<file path="src/sensor_sample_fifo_registers_macros.svh">
// ----------------------------------------------------------------------------
// sensor sample fifo registers assertion macros
// shared concurrent assertion forms, clocked on i_clk, off during reset
// ----------------------------------------------------------------------------
`ifndef SENSOR_SAMPLE_FIFO_REGISTERS_MACROS_SVH
`define SENSOR_SAMPLE_FIFO_REGISTERS_MACROS_SVH

// consequent holds in the same cycle as the antecedent
`define SFR_ASSERT_SAME(label, ante, cons, msg) \
    label: assert property (@(posedge i_clk) disable iff (!i_rst_n) \
        (ante) |-> (cons)) else $error(msg);

// consequent holds in the cycle after the antecedent
`define SFR_ASSERT_NEXT(label, ante, cons, msg) \
    label: assert property (@(posedge i_clk) disable iff (!i_rst_n) \
        (ante) |=> (cons)) else $error(msg);

`endif

</file>
<file path="src/sfr_pkg.sv">
// ----------------------------------------------------------------------------
// sfr_pkg
// types and fixed codes shared by the sensor sample fifo register block
// ----------------------------------------------------------------------------
package sfr_pkg;

    // item kinds
    localparam logic [1:0] KIND_WRITE  = 2'd0;
    localparam logic [1:0] KIND_READ   = 2'd1;
    localparam logic [1:0] KIND_SAMPLE = 2'd2;

    // register map
    localparam logic [7:0] ADDR_IRQ_STATUS = 8'h00;
    localparam logic [7:0] ADDR_IRQ_ENABLE = 8'h01;
    localparam logic [7:0] ADDR_WR_PTR     = 8'h02;
    localparam logic [7:0] ADDR_OVF_COUNT  = 8'h03;
    localparam logic [7:0] ADDR_RD_PTR     = 8'h04;
    localparam logic [7:0] ADDR_FIFO_DATA  = 8'h05;
    localparam logic [7:0] ADDR_MODE       = 8'h06;
    localparam logic [7:0] ADDR_SAMPLE_CFG = 8'h07;
    localparam logic [7:0] ADDR_LED_CFG    = 8'h09;
    localparam logic [7:0] ADDR_REV_ID     = 8'hFE;
    localparam logic [7:0] ADDR_PART_ID    = 8'hFF;

    localparam logic [7:0] PART_ID_VALUE  = 8'h11;
    localparam int unsigned MODE_RESET_BIT = 6;
    localparam logic [3:0] OVF_MAX        = 4'hF;

    typedef struct packed {
        logic [1:0]  kind;
        logic [7:0]  reg_addr;
        logic [7:0]  write_data;
        logic [15:0] ir_value;
        logic [15:0] red_value;
    } t_item;

    typedef struct packed {
        logic [7:0] read_data;
        logic [3:0] available_count;
    } t_result;

endpackage

</file>
<file path="src/sensor_sample_fifo_registers.sv">
// ----------------------------------------------------------------------------
// sensor_sample_fifo_registers
// register side of an optical pulse sensor with a ring of converter samples
// ----------------------------------------------------------------------------
// usage
//   command channel: a word (kind, reg_addr, write_data, ir_value, red_value)
//   is taken at a clock edge where start is high and busy is low
//   kinds: bus register write, bus register read, new converter sample;
//   the unused fourth kind is taken and dropped with no result
//   result channel: o_done is high for one cycle with o_read_data and
//   o_available_count; the receiver cannot hold results off
//   timing: the word is registered at the accepting edge, and o_done is
//   registered from the execute cycle that follows
//   pacing: no new word is taken while one executes; the ring memory read is issued
//   at the accepting edge and the read-modify-write of the pointers and
//   ring entry happens in the next cycle, with busy high during it
//   config: i_cfg_we writes i_cfg_wdata into the revision id register;
//   use it only while no word is in flight, the block itself does not enforce this
//   reset: synchronous active low i_rst_n clears pointers, counts and
//   register bytes; ring contents stay undefined until written
// ----------------------------------------------------------------------------
`include "sensor_sample_fifo_registers_macros.svh"

module sensor_sample_fifo_registers #(
    parameter int RING_DEPTH = 16
) (
    input  logic        i_clk,
    input  logic        i_rst_n,
    // command channel
    input  logic        start,
    output logic        busy,
    input  logic [1:0]  i_kind,
    input  logic [7:0]  i_reg_addr,
    input  logic [7:0]  i_write_data,
    input  logic [15:0] i_ir_value,
    input  logic [15:0] i_red_value,
    // result channel
    output logic        o_done,
    output logic [7:0]  o_read_data,
    output logic [3:0]  o_available_count,
    // revision id register
    input  logic        i_cfg_we,
    input  logic [7:0]  i_cfg_wdata
);

    localparam int IW = $clog2(RING_DEPTH);

    logic             accept;
    logic             r_busy;
    sfr_pkg::t_item   r_item;
    logic [7:0]       r_revision_id;
    logic             r_done;
    logic [7:0]       r_read_data;
    logic [3:0]       r_avail;

    sfr_pkg::t_result exec_result;
    logic [IW-1:0]    rd_index;
    logic             ring_wr_en;
    logic [IW-1:0]    ring_wr_addr;
    logic [31:0]      ring_wr_data;
    logic [31:0]      ring_rd_data;

    // a word is taken only when nothing is executing
    assign accept = start && !r_busy;
    assign busy   = r_busy;

    // capture the word; it executes in the following cycle
    always_ff @(posedge i_clk) begin
        if (!i_rst_n) begin
            r_busy <= 1'b0;
        end else begin
            r_busy <= accept;
        end
    end

    always_ff @(posedge i_clk) begin
        if (accept) begin
            r_item <= '{kind: i_kind, reg_addr: i_reg_addr, write_data: i_write_data,
                        ir_value: i_ir_value, red_value: i_red_value};
        end
    end

    // revision id survives the mode reset bit; only i_rst_n and the config port change it
    always_ff @(posedge i_clk) begin
        if (!i_rst_n) begin
            r_revision_id <= '0;
        end else if (i_cfg_we) begin
            r_revision_id <= i_cfg_wdata;
        end
    end

    // ring read is issued at the accept edge so data is ready during execute
    sfr_ring_ram #(
        .RING_DEPTH (RING_DEPTH)
    ) u_ring (
        .i_clk     (i_clk),
        .i_wr_en   (ring_wr_en),
        .i_wr_addr (ring_wr_addr),
        .i_wr_data (ring_wr_data),
        .i_rd_en   (accept),
        .i_rd_addr (rd_index),
        .o_rd_data (ring_rd_data)
    );

    sfr_ctrl #(
        .RING_DEPTH (RING_DEPTH)
    ) u_ctrl (
        .i_clk          (i_clk),
        .i_rst_n        (i_rst_n),
        .i_exec         (r_busy),
        .i_item         (r_item),
        .i_revision_id  (r_revision_id),
        .i_ring_data    (ring_rd_data),
        .o_rd_index     (rd_index),
        .o_ring_wr_en   (ring_wr_en),
        .o_ring_wr_addr (ring_wr_addr),
        .o_ring_wr_data (ring_wr_data),
        .o_result       (exec_result)
    );

    // result register; the unused kind produces no strobe
    always_ff @(posedge i_clk) begin
        if (!i_rst_n) begin
            r_done <= 1'b0;
        end else begin
            r_done <= r_busy && (r_item.kind inside {sfr_pkg::KIND_WRITE,
                                                     sfr_pkg::KIND_READ,
                                                     sfr_pkg::KIND_SAMPLE});
        end
    end

    always_ff @(posedge i_clk) begin
        if (r_busy) begin
            r_read_data <= exec_result.read_data;
            r_avail     <= exec_result.available_count;
        end
    end

    assign o_done            = r_done;
    assign o_read_data       = r_read_data;
    assign o_available_count = r_avail;

    // an accepted word executes in the cycle after, and execute never repeats back to back
    `SFR_ASSERT_NEXT(a_accept_execs, accept, r_busy, "accepted word did not execute")
    `SFR_ASSERT_NEXT(a_exec_single, r_busy, !r_busy, "execute stage held for two cycles")
    // a strobe only follows an execute cycle
    `SFR_ASSERT_SAME(a_done_after_exec, o_done, $past(r_busy), "result without execute")
    // ring writes only come from a sample word in execute
    `SFR_ASSERT_SAME(a_ring_wr_sample, ring_wr_en,
                     r_busy && r_item.kind == sfr_pkg::KIND_SAMPLE,
                     "ring write outside a sample execute")

endmodule

</file>
<file path="src/sfr_ring_ram.sv">
// ----------------------------------------------------------------------------
// sfr_ring_ram
// sample ring storage, one write port, one read port, registered read data
// ----------------------------------------------------------------------------
module sfr_ring_ram #(
    parameter int RING_DEPTH = 16
) (
    input  logic                          i_clk,
    input  logic                          i_wr_en,
    input  logic [$clog2(RING_DEPTH)-1:0] i_wr_addr,
    input  logic [31:0]                   i_wr_data,
    input  logic                          i_rd_en,
    input  logic [$clog2(RING_DEPTH)-1:0] i_rd_addr,
    output logic [31:0]                   o_rd_data
);

    logic [31:0] r_mem [RING_DEPTH];
    logic [31:0] r_rd_data;

    always_ff @(posedge i_clk) begin
        if (i_wr_en) begin
            r_mem[i_wr_addr] <= i_wr_data;
        end
    end

    always_ff @(posedge i_clk) begin
        if (i_rd_en) begin
            r_rd_data <= r_mem[i_rd_addr];
        end
    end

    assign o_rd_data = r_rd_data;

endmodule

</file>
<file path="src/sfr_ctrl.sv">
// ----------------------------------------------------------------------------
// sfr_ctrl
// register file and ring pointers, updated once per executed word
// ----------------------------------------------------------------------------
module sfr_ctrl #(
    parameter int RING_DEPTH = 16
) (
    input  logic                          i_clk,
    input  logic                          i_rst_n,
    input  logic                          i_exec,
    input  sfr_pkg::t_item                i_item,
    input  logic [7:0]                    i_revision_id,
    input  logic [31:0]                   i_ring_data,
    output logic [$clog2(RING_DEPTH)-1:0] o_rd_index,
    output logic                          o_ring_wr_en,
    output logic [$clog2(RING_DEPTH)-1:0] o_ring_wr_addr,
    output logic [31:0]                   o_ring_wr_data,
    output sfr_pkg::t_result              o_result
);

    localparam int IW = $clog2(RING_DEPTH);
    localparam int CW = (IW > 4) ? IW : 4;
    localparam int unsigned RECIP = 65536 / RING_DEPTH;
    localparam logic [IW-1:0] LAST_INDEX = IW'(RING_DEPTH - 1);

    logic [IW-1:0] r_write_index, n_write_index;
    logic [IW-1:0] r_read_index,  n_read_index;
    logic [3:0]    r_ovf_count,   n_ovf_count;
    logic [1:0]    r_byte_pos,    n_byte_pos;
    logic [7:0]    r_mode,        n_mode;
    logic [7:0]    r_sample_cfg,  n_sample_cfg;
    logic [7:0]    r_led_cfg,     n_led_cfg;
    logic [7:0]    r_irq_enable,  n_irq_enable;

    logic [IW-1:0] held_now;
    logic [IW-1:0] held_next;
    logic [CW-1:0] held_ext;
    logic [IW-1:0] data_mod;
    logic [24:0]   recip_prod;
    logic [15:0]   quot_times;
    logic [7:0]    rem_raw;
    logic [7:0]    rd_byte;
    logic [7:0]    data_byte;

    // ring occupancy, modulo the depth
    function automatic logic [IW-1:0] occupancy(input logic [IW-1:0] wi,
                                                input logic [IW-1:0] ri);
        logic [IW:0] sum;
        sum = {1'b0, wi} + (IW+1)'(RING_DEPTH) - {1'b0, ri};
        if (wi >= ri) begin
            return wi - ri;
        end else begin
            return sum[IW-1:0];
        end
    endfunction

    function automatic logic [IW-1:0] next_index(input logic [IW-1:0] idx);
        if (idx == LAST_INDEX) begin
            return '0;
        end else begin
            return idx + 1'b1;
        end
    endfunction

    // write data modulo depth: reciprocal multiply, one correction step
    always_comb begin
        recip_prod = 25'(i_item.write_data) * 25'(RECIP);
        quot_times = 16'(recip_prod[23:16]) * 16'(RING_DEPTH);
        rem_raw    = i_item.write_data - quot_times[7:0];
        if (rem_raw >= 8'(RING_DEPTH)) begin
            data_mod = IW'(rem_raw - 8'(RING_DEPTH));
        end else begin
            data_mod = IW'(rem_raw);
        end
    end

    assign held_now = occupancy(r_write_index, r_read_index);

    always_comb begin
        case (r_byte_pos)
            2'd0:    data_byte = i_ring_data[31:24];
            2'd1:    data_byte = i_ring_data[23:16];
            2'd2:    data_byte = i_ring_data[15:8];
            default: data_byte = i_ring_data[7:0];
        endcase
    end

    always_comb begin
        n_write_index = r_write_index;
        n_read_index  = r_read_index;
        n_ovf_count   = r_ovf_count;
        n_byte_pos    = r_byte_pos;
        n_mode        = r_mode;
        n_sample_cfg  = r_sample_cfg;
        n_led_cfg     = r_led_cfg;
        n_irq_enable  = r_irq_enable;
        rd_byte       = 8'h00;
        o_ring_wr_en  = 1'b0;
        if (i_exec) begin
            case (i_item.kind)
                sfr_pkg::KIND_WRITE: begin
                    case (i_item.reg_addr)
                        sfr_pkg::ADDR_IRQ_ENABLE: n_irq_enable = i_item.write_data;
                        sfr_pkg::ADDR_WR_PTR: begin
                            n_write_index = data_mod;
                            n_byte_pos    = 2'd0;
                        end
                        sfr_pkg::ADDR_OVF_COUNT: n_ovf_count = i_item.write_data[3:0];
                        sfr_pkg::ADDR_RD_PTR: begin
                            n_read_index = data_mod;
                            n_byte_pos   = 2'd0;
                        end
                        sfr_pkg::ADDR_MODE: begin
                            if (i_item.write_data[sfr_pkg::MODE_RESET_BIT]) begin
                                n_write_index = '0;
                                n_read_index  = '0;
                                n_ovf_count   = '0;
                                n_byte_pos    = '0;
                                n_mode        = '0;
                                n_sample_cfg  = '0;
                                n_led_cfg     = '0;
                                n_irq_enable  = '0;
                            end else begin
                                n_mode = i_item.write_data;
                            end
                        end
                        sfr_pkg::ADDR_SAMPLE_CFG: n_sample_cfg = i_item.write_data;
                        sfr_pkg::ADDR_LED_CFG:    n_led_cfg    = i_item.write_data;
                        default: ;
                    endcase
                end
                sfr_pkg::KIND_READ: begin
                    case (i_item.reg_addr)
                        sfr_pkg::ADDR_IRQ_STATUS: rd_byte = 8'h00;
                        sfr_pkg::ADDR_IRQ_ENABLE: rd_byte = r_irq_enable;
                        sfr_pkg::ADDR_WR_PTR:     rd_byte = 8'(r_write_index);
                        sfr_pkg::ADDR_OVF_COUNT:  rd_byte = 8'(r_ovf_count);
                        sfr_pkg::ADDR_RD_PTR:     rd_byte = 8'(r_read_index);
                        sfr_pkg::ADDR_FIFO_DATA: begin
                            if (held_now != '0) begin
                                rd_byte    = data_byte;
                                n_byte_pos = r_byte_pos + 2'd1;
                                if (r_byte_pos == 2'd3) begin
                                    n_read_index = next_index(r_read_index);
                                end
                            end
                        end
                        sfr_pkg::ADDR_MODE:       rd_byte = r_mode;
                        sfr_pkg::ADDR_SAMPLE_CFG: rd_byte = r_sample_cfg;
                        sfr_pkg::ADDR_LED_CFG:    rd_byte = r_led_cfg;
                        sfr_pkg::ADDR_REV_ID:     rd_byte = i_revision_id;
                        sfr_pkg::ADDR_PART_ID:    rd_byte = sfr_pkg::PART_ID_VALUE;
                        default:                  rd_byte = 8'h00;
                    endcase
                end
                sfr_pkg::KIND_SAMPLE: begin
                    if (held_now >= LAST_INDEX) begin
                        if (r_ovf_count != sfr_pkg::OVF_MAX) begin
                            n_ovf_count = r_ovf_count + 4'd1;
                        end
                    end else begin
                        o_ring_wr_en  = 1'b1;
                        n_write_index = next_index(r_write_index);
                    end
                end
                default: ;
            endcase
        end
    end

    assign held_next = occupancy(n_write_index, n_read_index);
    assign held_ext  = CW'(held_next);

    assign o_result.read_data       = rd_byte;
    assign o_result.available_count = held_ext[3:0];
    assign o_rd_index               = r_read_index;
    assign o_ring_wr_addr           = r_write_index;
    assign o_ring_wr_data           = {i_item.ir_value, i_item.red_value};

    always_ff @(posedge i_clk) begin
        if (!i_rst_n) begin
            r_write_index <= '0;
            r_read_index  <= '0;
            r_ovf_count   <= '0;
            r_byte_pos    <= '0;
            r_mode        <= '0;
            r_sample_cfg  <= '0;
            r_led_cfg     <= '0;
            r_irq_enable  <= '0;
        end else begin
            r_write_index <= n_write_index;
            r_read_index  <= n_read_index;
            r_ovf_count   <= n_ovf_count;
            r_byte_pos    <= n_byte_pos;
            r_mode        <= n_mode;
            r_sample_cfg  <= n_sample_cfg;
            r_led_cfg     <= n_led_cfg;
            r_irq_enable  <= n_irq_enable;
        end
    end

endmodule

</file>
<file path="config.mk">
export PLATFORM = sky130hd
export DESIGN_NAME = sensor_sample_fifo_registers
export DESIGN_NICKNAME = d
export VERILOG_FILES = /design/src/sfr_pkg.sv /design/src/sensor_sample_fifo_registers.sv /design/src/sfr_ring_ram.sv /design/src/sfr_ctrl.sv
export VERILOG_INCLUDE_DIRS = /design/src /design/src/src
export SDC_FILE = /design/constraint.sdc
export NUM_CORES = 1
export LEC_CHECK = 0
export ABC_CLOCK_PERIOD_IN_PS = 14200
export BUFFER_PORTS_ARGS = -buffer_cell sky130_fd_sc_hd__buf_2
export CORE_MARGIN = 2
export CORE_UTILIZATION = 55
export DETAILED_ROUTE_END_ITERATION = 6
export PLACE_DENSITY = 0.72
export SLEW_MARGIN = 25
export SYNTH_ARGS = -nofsm -noshare
export SYNTH_HDL_FRONTEND = slang
export SYNTH_SLANG_ARGS = --single-unit
</file>
<file path="constraint.sdc">
create_clock -name i_clk -period 14.2 [get_ports i_clk]
set_input_delay 0 -clock i_clk [delete_from_list [all_inputs] [get_ports i_clk]]
set_output_delay 0 -clock i_clk [all_outputs]
set_load 0.05 [all_outputs]
</file>
==> results.cfg, run 1 <==
[detailed_routing]
drc = 0
num_vias = 14768
wl_per_cell_microns = 25.6
drt-pass1-iter-count = 7
wl_mm = 59.7
ant_nets = 0
drt_iter0_drc = 1543
routed_via_density = 6.32

[place]
numPortBuffers = 75
dp.cells = 2145
gp_congestion = 0.878
dp_hpwl_mm = 31.8

[synthesis]
async_flop_share_pct = 0
ys_types = 75
ys_seq_elements = 661
synth_warnings = 0
netlist_area_sq_um = 26200
synth_seq_area_share_pct = 73.5
synthesis.nets = 1609
avgSynthCellArea_sq_um = 17.2
synth_cells = 1528
synthFlopType = edfxtp_1
synth_edf_count = 606

[clocking]
cts_tree = done
cts_made_buffers = 67
cts_root_buf = clkbuf_16
worstSkewPairLatency_ns = 0.61
htreeDepth = 3
path_clk_slew_ns = 0.06
cts_sinks = 661
cts_buffer_depth = 3

[finish]
n_antenna_cell = 0
nFillCells = 3258
multi_input_area_sq_um = 6600
regArea_sq_um = 19300
nets = 1750
final-instance-count-excl-fill = 2336
drive_gt1_share_pct = 17.2
area_growth_pct = 14.9

[sta]
period_minus_slack_ns = 4.66
max-slew-margin-rel_pct = 30.2
finalSetupTns_ns = 0
fin_skew_ns = 0.0112
slew_viol_final = 0
worst_pin_slew_ns = 1.05
hold_viol = 0
fmax_ghz = 0.215
finalSetupViolCount = 0
period_share_pct = 32.8
rsz0062_at_grt = false

[die]
ioPinCount = 76
core_sq_um = 47400
num_rows = 80
start_util_pct = 55.3
chipHeight_microns = 222
die_x_microns = 222
die_area_sq_um = 49500

[hold_path]
hold_class = in2reg
holdPathStages = 2

[setup_path]
path_class = reg2reg
crit_arrival_ns = 4.99
worstPathRequired_ns = 14.53
crit_path_start_kind = flip-flop
endpoint_kind = flip-flop
critPathMaxFanout = 41
reg2reg_depth = 13

[power]
ir_drop_v = 0.000113
p_per_area_nw_per_um2 = 137
p_leak_uw = 0.00974

[global_routing]
grt_max_degree = 65
grt_pass1_wl_mm = 89.6
gr-usage-all-layers_pct = 24.4
grt_antenna_before_repair = 0
grt_pass1_vias = 14739
overflow = 0

[run_status]
outcome = finished clean

[job]
maxCapViolCount = 0
[routing by layer]
layer  routed length (microns)  share of wire [%]  vias to the layer above  track usage, %
met1                     24000                 40                     7435            32.4
met5                         0                  0                        -               0
li1                          -                  -                     6476               -
met4                      2460                4.1                        0            10.4
met3                      4430                7.4                      160            4.46
met2                     28900                 48                      697            39.9
[power by group]
| group | internal (uW) | switching (uW) | leakage [uW] |
|---|---|---|---|
| sequential | 2150 | 45.3 | 0.00595 |
| combinational | 91.2 | 92.2 | 0.00272 |
| clock | 1020 | 732 | 0.00106 |
| total | 3270 | 870 | 0.00974 |
[cells by family after synthesis]
logic type / Yosys count / synth area share, %
buffers and inverters: 103 / 1.56
flip-flops: 661 / 73.5
XOR/XNOR: 6 / 0.200
AO/OA/AOI/OAI: 282 / 7.96
multiplexers: 215 / 11.3
AND/OR/NAND/NOR: 242 / 4.50
adder cells (fa/ha/maj): 19 / 0.963
[metrics by stage]
| stage | util (%) | setup WS, ns | hold slack, ns | power [uW] | area [sq um] |
|---|---|---|---|---|---|
| after floorplan | - | 9.27 | 0.0989 | 2350 | 26200 |
| after global placement | 57.3 | 9.61 | 0.177 | 2400 | 27200 |
| after detailed placement | 57.4 | 9.55 | 0.178 | 2400 | 27200 |
| after CTS | 63.4 | 9.53 | 0.0675 | 4150 | 30100 |
| after global routing | 63.6 | 9.22 | 0.0775 | 4250 | 30200 |
| final | 63.6 | 9.54 | 0.101 | 4140 | 30200 |
[placed cells by master (no fill, tap or decap), types with 10 or more instances in the layout]
cell type,netlist,layout
edfxtp_1,606,606
mux2i_1,143,143
nand2_1,80,80
buf_2,10,75
clkbuf_16,0,69
a221oi_1,68,68
dlygate4sd3_1,0,68
mux4_2,64,64
nor2_1,60,58
a22oi_1,55,55
o21ai_0,53,53
dfxtp_1,55,52
a21oi_1,29,29
nand3_1,18,18
inv_1,17,17
ha_1,17,17
and2_4,0,14
clkinv_1,0,14
clkbuf_1,58,14
a31oi_1,11,11
buf_4,1,10
[sequential cells by signal, indices dropped and copies added (netlist names), 4 cells and up]
register               flops
u_ring.r_mem             512
r_item                    50
u_ring.o_rd_data          32
o_read_data                8
r_revision_id              8
u_ctrl.r_irq_enable        8
u_ctrl.r_led_cfg           8
u_ctrl.r_sample_cfg        8
u_ctrl.r_mode              7
o_available_count          4
u_ctrl.o_rd_index          4
u_ctrl.o_ring_wr_addr      4
u_ctrl.r_ovf_count         4
[cells in the mapped netlist (23+ instances only)]
library cell,instances,area (sq um)
clkbuf_1,58,218
a22oi_1,55,413
edfxtp_1,606,18200
nand2_1,80,300
nor2_1,60,225
o21ai_0,53,265
mux4_2,64,1440
mux2i_1,143,1430
a221oi_1,68,596
dfxtp_1,55,1100
and2_1,23,144
a21oi_1,29,145
[worst max-delay path, stage by stage (launching register included)]
cell,delay [ns]
dfxtp_4,0.84
ha_1,0.32
and3b_1,0.22
or3_1,0.43
nand3_1,0.25
and3_1,0.28
mux2_2,0.37
a21oi_1,0.35
ha_1,0.30
a21o_1,0.16
a21oi_1,0.27
inv_1,0.08
a2111oi_1,0.46
a221oi_2,0.06
[what timing repair did]
action | CTS | global route
resized for setup | 0 | 0
buffers inserted | 0 | 0
hold buffers | 68 | 0
hold endpoints to repair | 89 | 0
[cell type report]
class                           instances  share of cell area (%)
Sequential cell                       661                    64.0
Multi-Input combinational cell        764                    21.9
Clock buffer                           83                    5.90
Timing Repair Buffer                  157                    4.06
Tap cell                              615                    2.55
Clock inverter                         38                    1.34
Inverter                               18                   0.224
[worst paths after layout]
kind                          start                     end  slack [ns]
max reg2reg    u_ctrl.o_rd_index[0]    o_available_count[3]        9.54
min                  i_red_value[5]               r_item[5]        0.10
min reg2reg  u_ctrl.r_sample_cfg[7]  u_ctrl.r_sample_cfg[7]        0.46
max            u_ctrl.o_rd_index[0]    o_available_count[3]        9.54
No activity file was read; power rests on OpenSTA's default activity.
==> run 2: changes to the inputs <==
- ABC_CLOCK_PERIOD_IN_PS: 14200 -> 4300
- clock period: 14.2 -> 4.3 ns (I/O delays scaled with it)
==> results.cfg, run 2 (same netlist as run 1, synthesis figures left out) <==
[run_status]
outcome = finished clean

[global_routing]
gr-usage-met1_pct = 33.8
grt_pass1_vias = 15026
busiest_layer = met2
grt_max_degree = 89
gr-usage-all-layers_pct = 25.0
grt_util_met3_pct = 4.32
grt_pass1_wl_mm = 92.0
grt_antenna_before_repair = 0
grtUsageMet2_pct = 41.7
overflow = 0

[finish]
nets = 1784
drive_gt1_share_pct = 19.0
nFillCells = 3312
layout.cells.most_common = edfxtp_1
area_growth_pct = 16.0
final_cell_mix = edfxtp_1 (606), mux2i_1 (143), nand2_1 (80)
n_antenna_cell = 0
largest_reg_flops = 512
largest_register = u_ring.r_mem

[sta]
rsz0062_at_grt = false
hold_slack_ns = 0.0958
finalSetupViolCount = 0
slew_viol_final = 0
fin_skew_ns = 0.0309
fmax_ghz = 0.247
period_minus_slack_ns = 4.05
finalSetupTns_ns = 0
period_share_pct = 94.1
worst_pin_slew_ns = 0.906
hold_viol = 0
max-slew-margin-rel_pct = 39.6

[setup_path]
reg2reg_depth = 15
path_class = reg2reg
worstPathRequired_ns = 4.62
r2r_end = o_available_count[3]
reg2reg_slack_ns = 0.25
crit_arrival_ns = 4.37
r2r-start = u_ctrl.o_ring_wr_addr[0]
crit_path_start_kind = flip-flop
critPathMaxFanout = 6
endpoint_kind = flip-flop

[detailed_routing]
drt-pass1-iter-count = 6
wl_per_cell_microns = 25.9
routed_via_density = 6.29
drt_iter0_drc = 1501
ant_nets = 0
drc = 0
wl_mm = 61.2
num_vias = 14890

[clocking]
cts_made_buffers = 68
path_clk_slew_ns = 0.06
cts_tree = done
cts_sinks = 661
cts_buffer_depth = 3
postCtsSetupRepairBufs = 0
worstSkewPairLatency_ns = 0.61
cts_root_buf = clkbuf_16
htreeDepth = 3

[power]
p_per_area_nw_per_um2 = 444
ir_drop_v = 0.000365
p_leak_uw = 0.00990

[hold_path]
min_from = i_ir_value[8]
hold_class = in2reg
holdPathStages = 2
worst_hold_path.endpoint = r_item[24]

[job]
maxCapViolCount = 0

[place]
numPortBuffers = 75
gp_congestion = 0.917
dp_hpwl_mm = 33.7

[die]
num_rows = 80
die_area_sq_um = 49500
die_x_microns = 222
core_sq_um = 47400
chipHeight_microns = 222
start_util_pct = 55.3
ioPinCount = 76
run 2: timing repair:
item                                    CTS  global route
hold buffers                             67             0
resized for setup                         0             1
endpoints found under the setup margin    0             1
hold endpoints to repair                 68             0
run 2: cell type report:
class                      count  area (sq um)  area share (%)
clock buffer                  90          1870            6.13
inverter                      18          67.6           0.222
multi-input combinational    764          6590            21.6
tap                          615           769            2.53
sequential                   661         19300            63.4
clock inverter                28           275           0.904
timing repair buffer         190          1580            5.19
run 2: stage by stage:
stage | std cells | utilization (%) | power, uW | area (sq um) | setup WS [ns]
floorplan | 1528 | - | 7750 | 26300 | 0.235
global placement | 2180 | 58.2 | 7940 | 27600 | 0.317
detailed placement | 2181 | 58.2 | 7950 | 27600 | 0.231
CTS | 2366 | 64.2 | 13600 | 30400 | 0.222
global route | 2366 | 64.2 | 13900 | 30500 | 0.0153
finish | 2366 | 64.2 | 13500 | 30500 | 0.254
run 2: worst max-delay path by stage:
stage	start	endpoint	slack (ns)
2_1_floorplan	u_ctrl.o_rd_index[2]	o_available_count[3]	0.24
3_3_place_gp	u_ctrl.o_ring_wr_addr[0]	o_available_count[3]	0.32
3_5_place_dp	u_ctrl.o_ring_wr_addr[0]	o_available_count[3]	0.23
4_1_cts	u_ctrl.o_ring_wr_addr[0]	o_available_count[3]	0.22
5_1_grt	u_ctrl.o_ring_wr_addr[0]	o_available_count[3]	0.02
6_report	u_ctrl.o_ring_wr_addr[0]	o_available_count[3]	0.25
run 2: critical path: stages (launching register included):
cell,delay (ns)
dfxtp_1,0.45
inv_1,0.13
ha_1,0.23
fa_1,0.38
xnor2_1,0.22
nor2_1,0.07
nand3_1,0.10
and3_1,0.25
mux2_2,0.37
a21oi_1,0.31
ha_1,0.29
a21o_1,0.16
a21oi_1,0.27
inv_1,0.09
a2111oi_2,0.39
a221oi_2,0.05
run 2: power breakdown:
group          leakage [uW]  total [uW]  internal (uW)  switching [uW]
logic               0.00291         655            312             342
clock network       0.00104        5670           3300            2360
registers           0.00595        7210           7100             113
total               0.00990       13500          10700            2820
run 2: layer usage:
metal | vias to the layer above | part of all wire [%]
met2 | 669 | 49
met4 | 0 | 2.8
met3 | 125 | 7.5
met5 | - | 0
li1 | 6533 | -
met1 | 7563 | 40
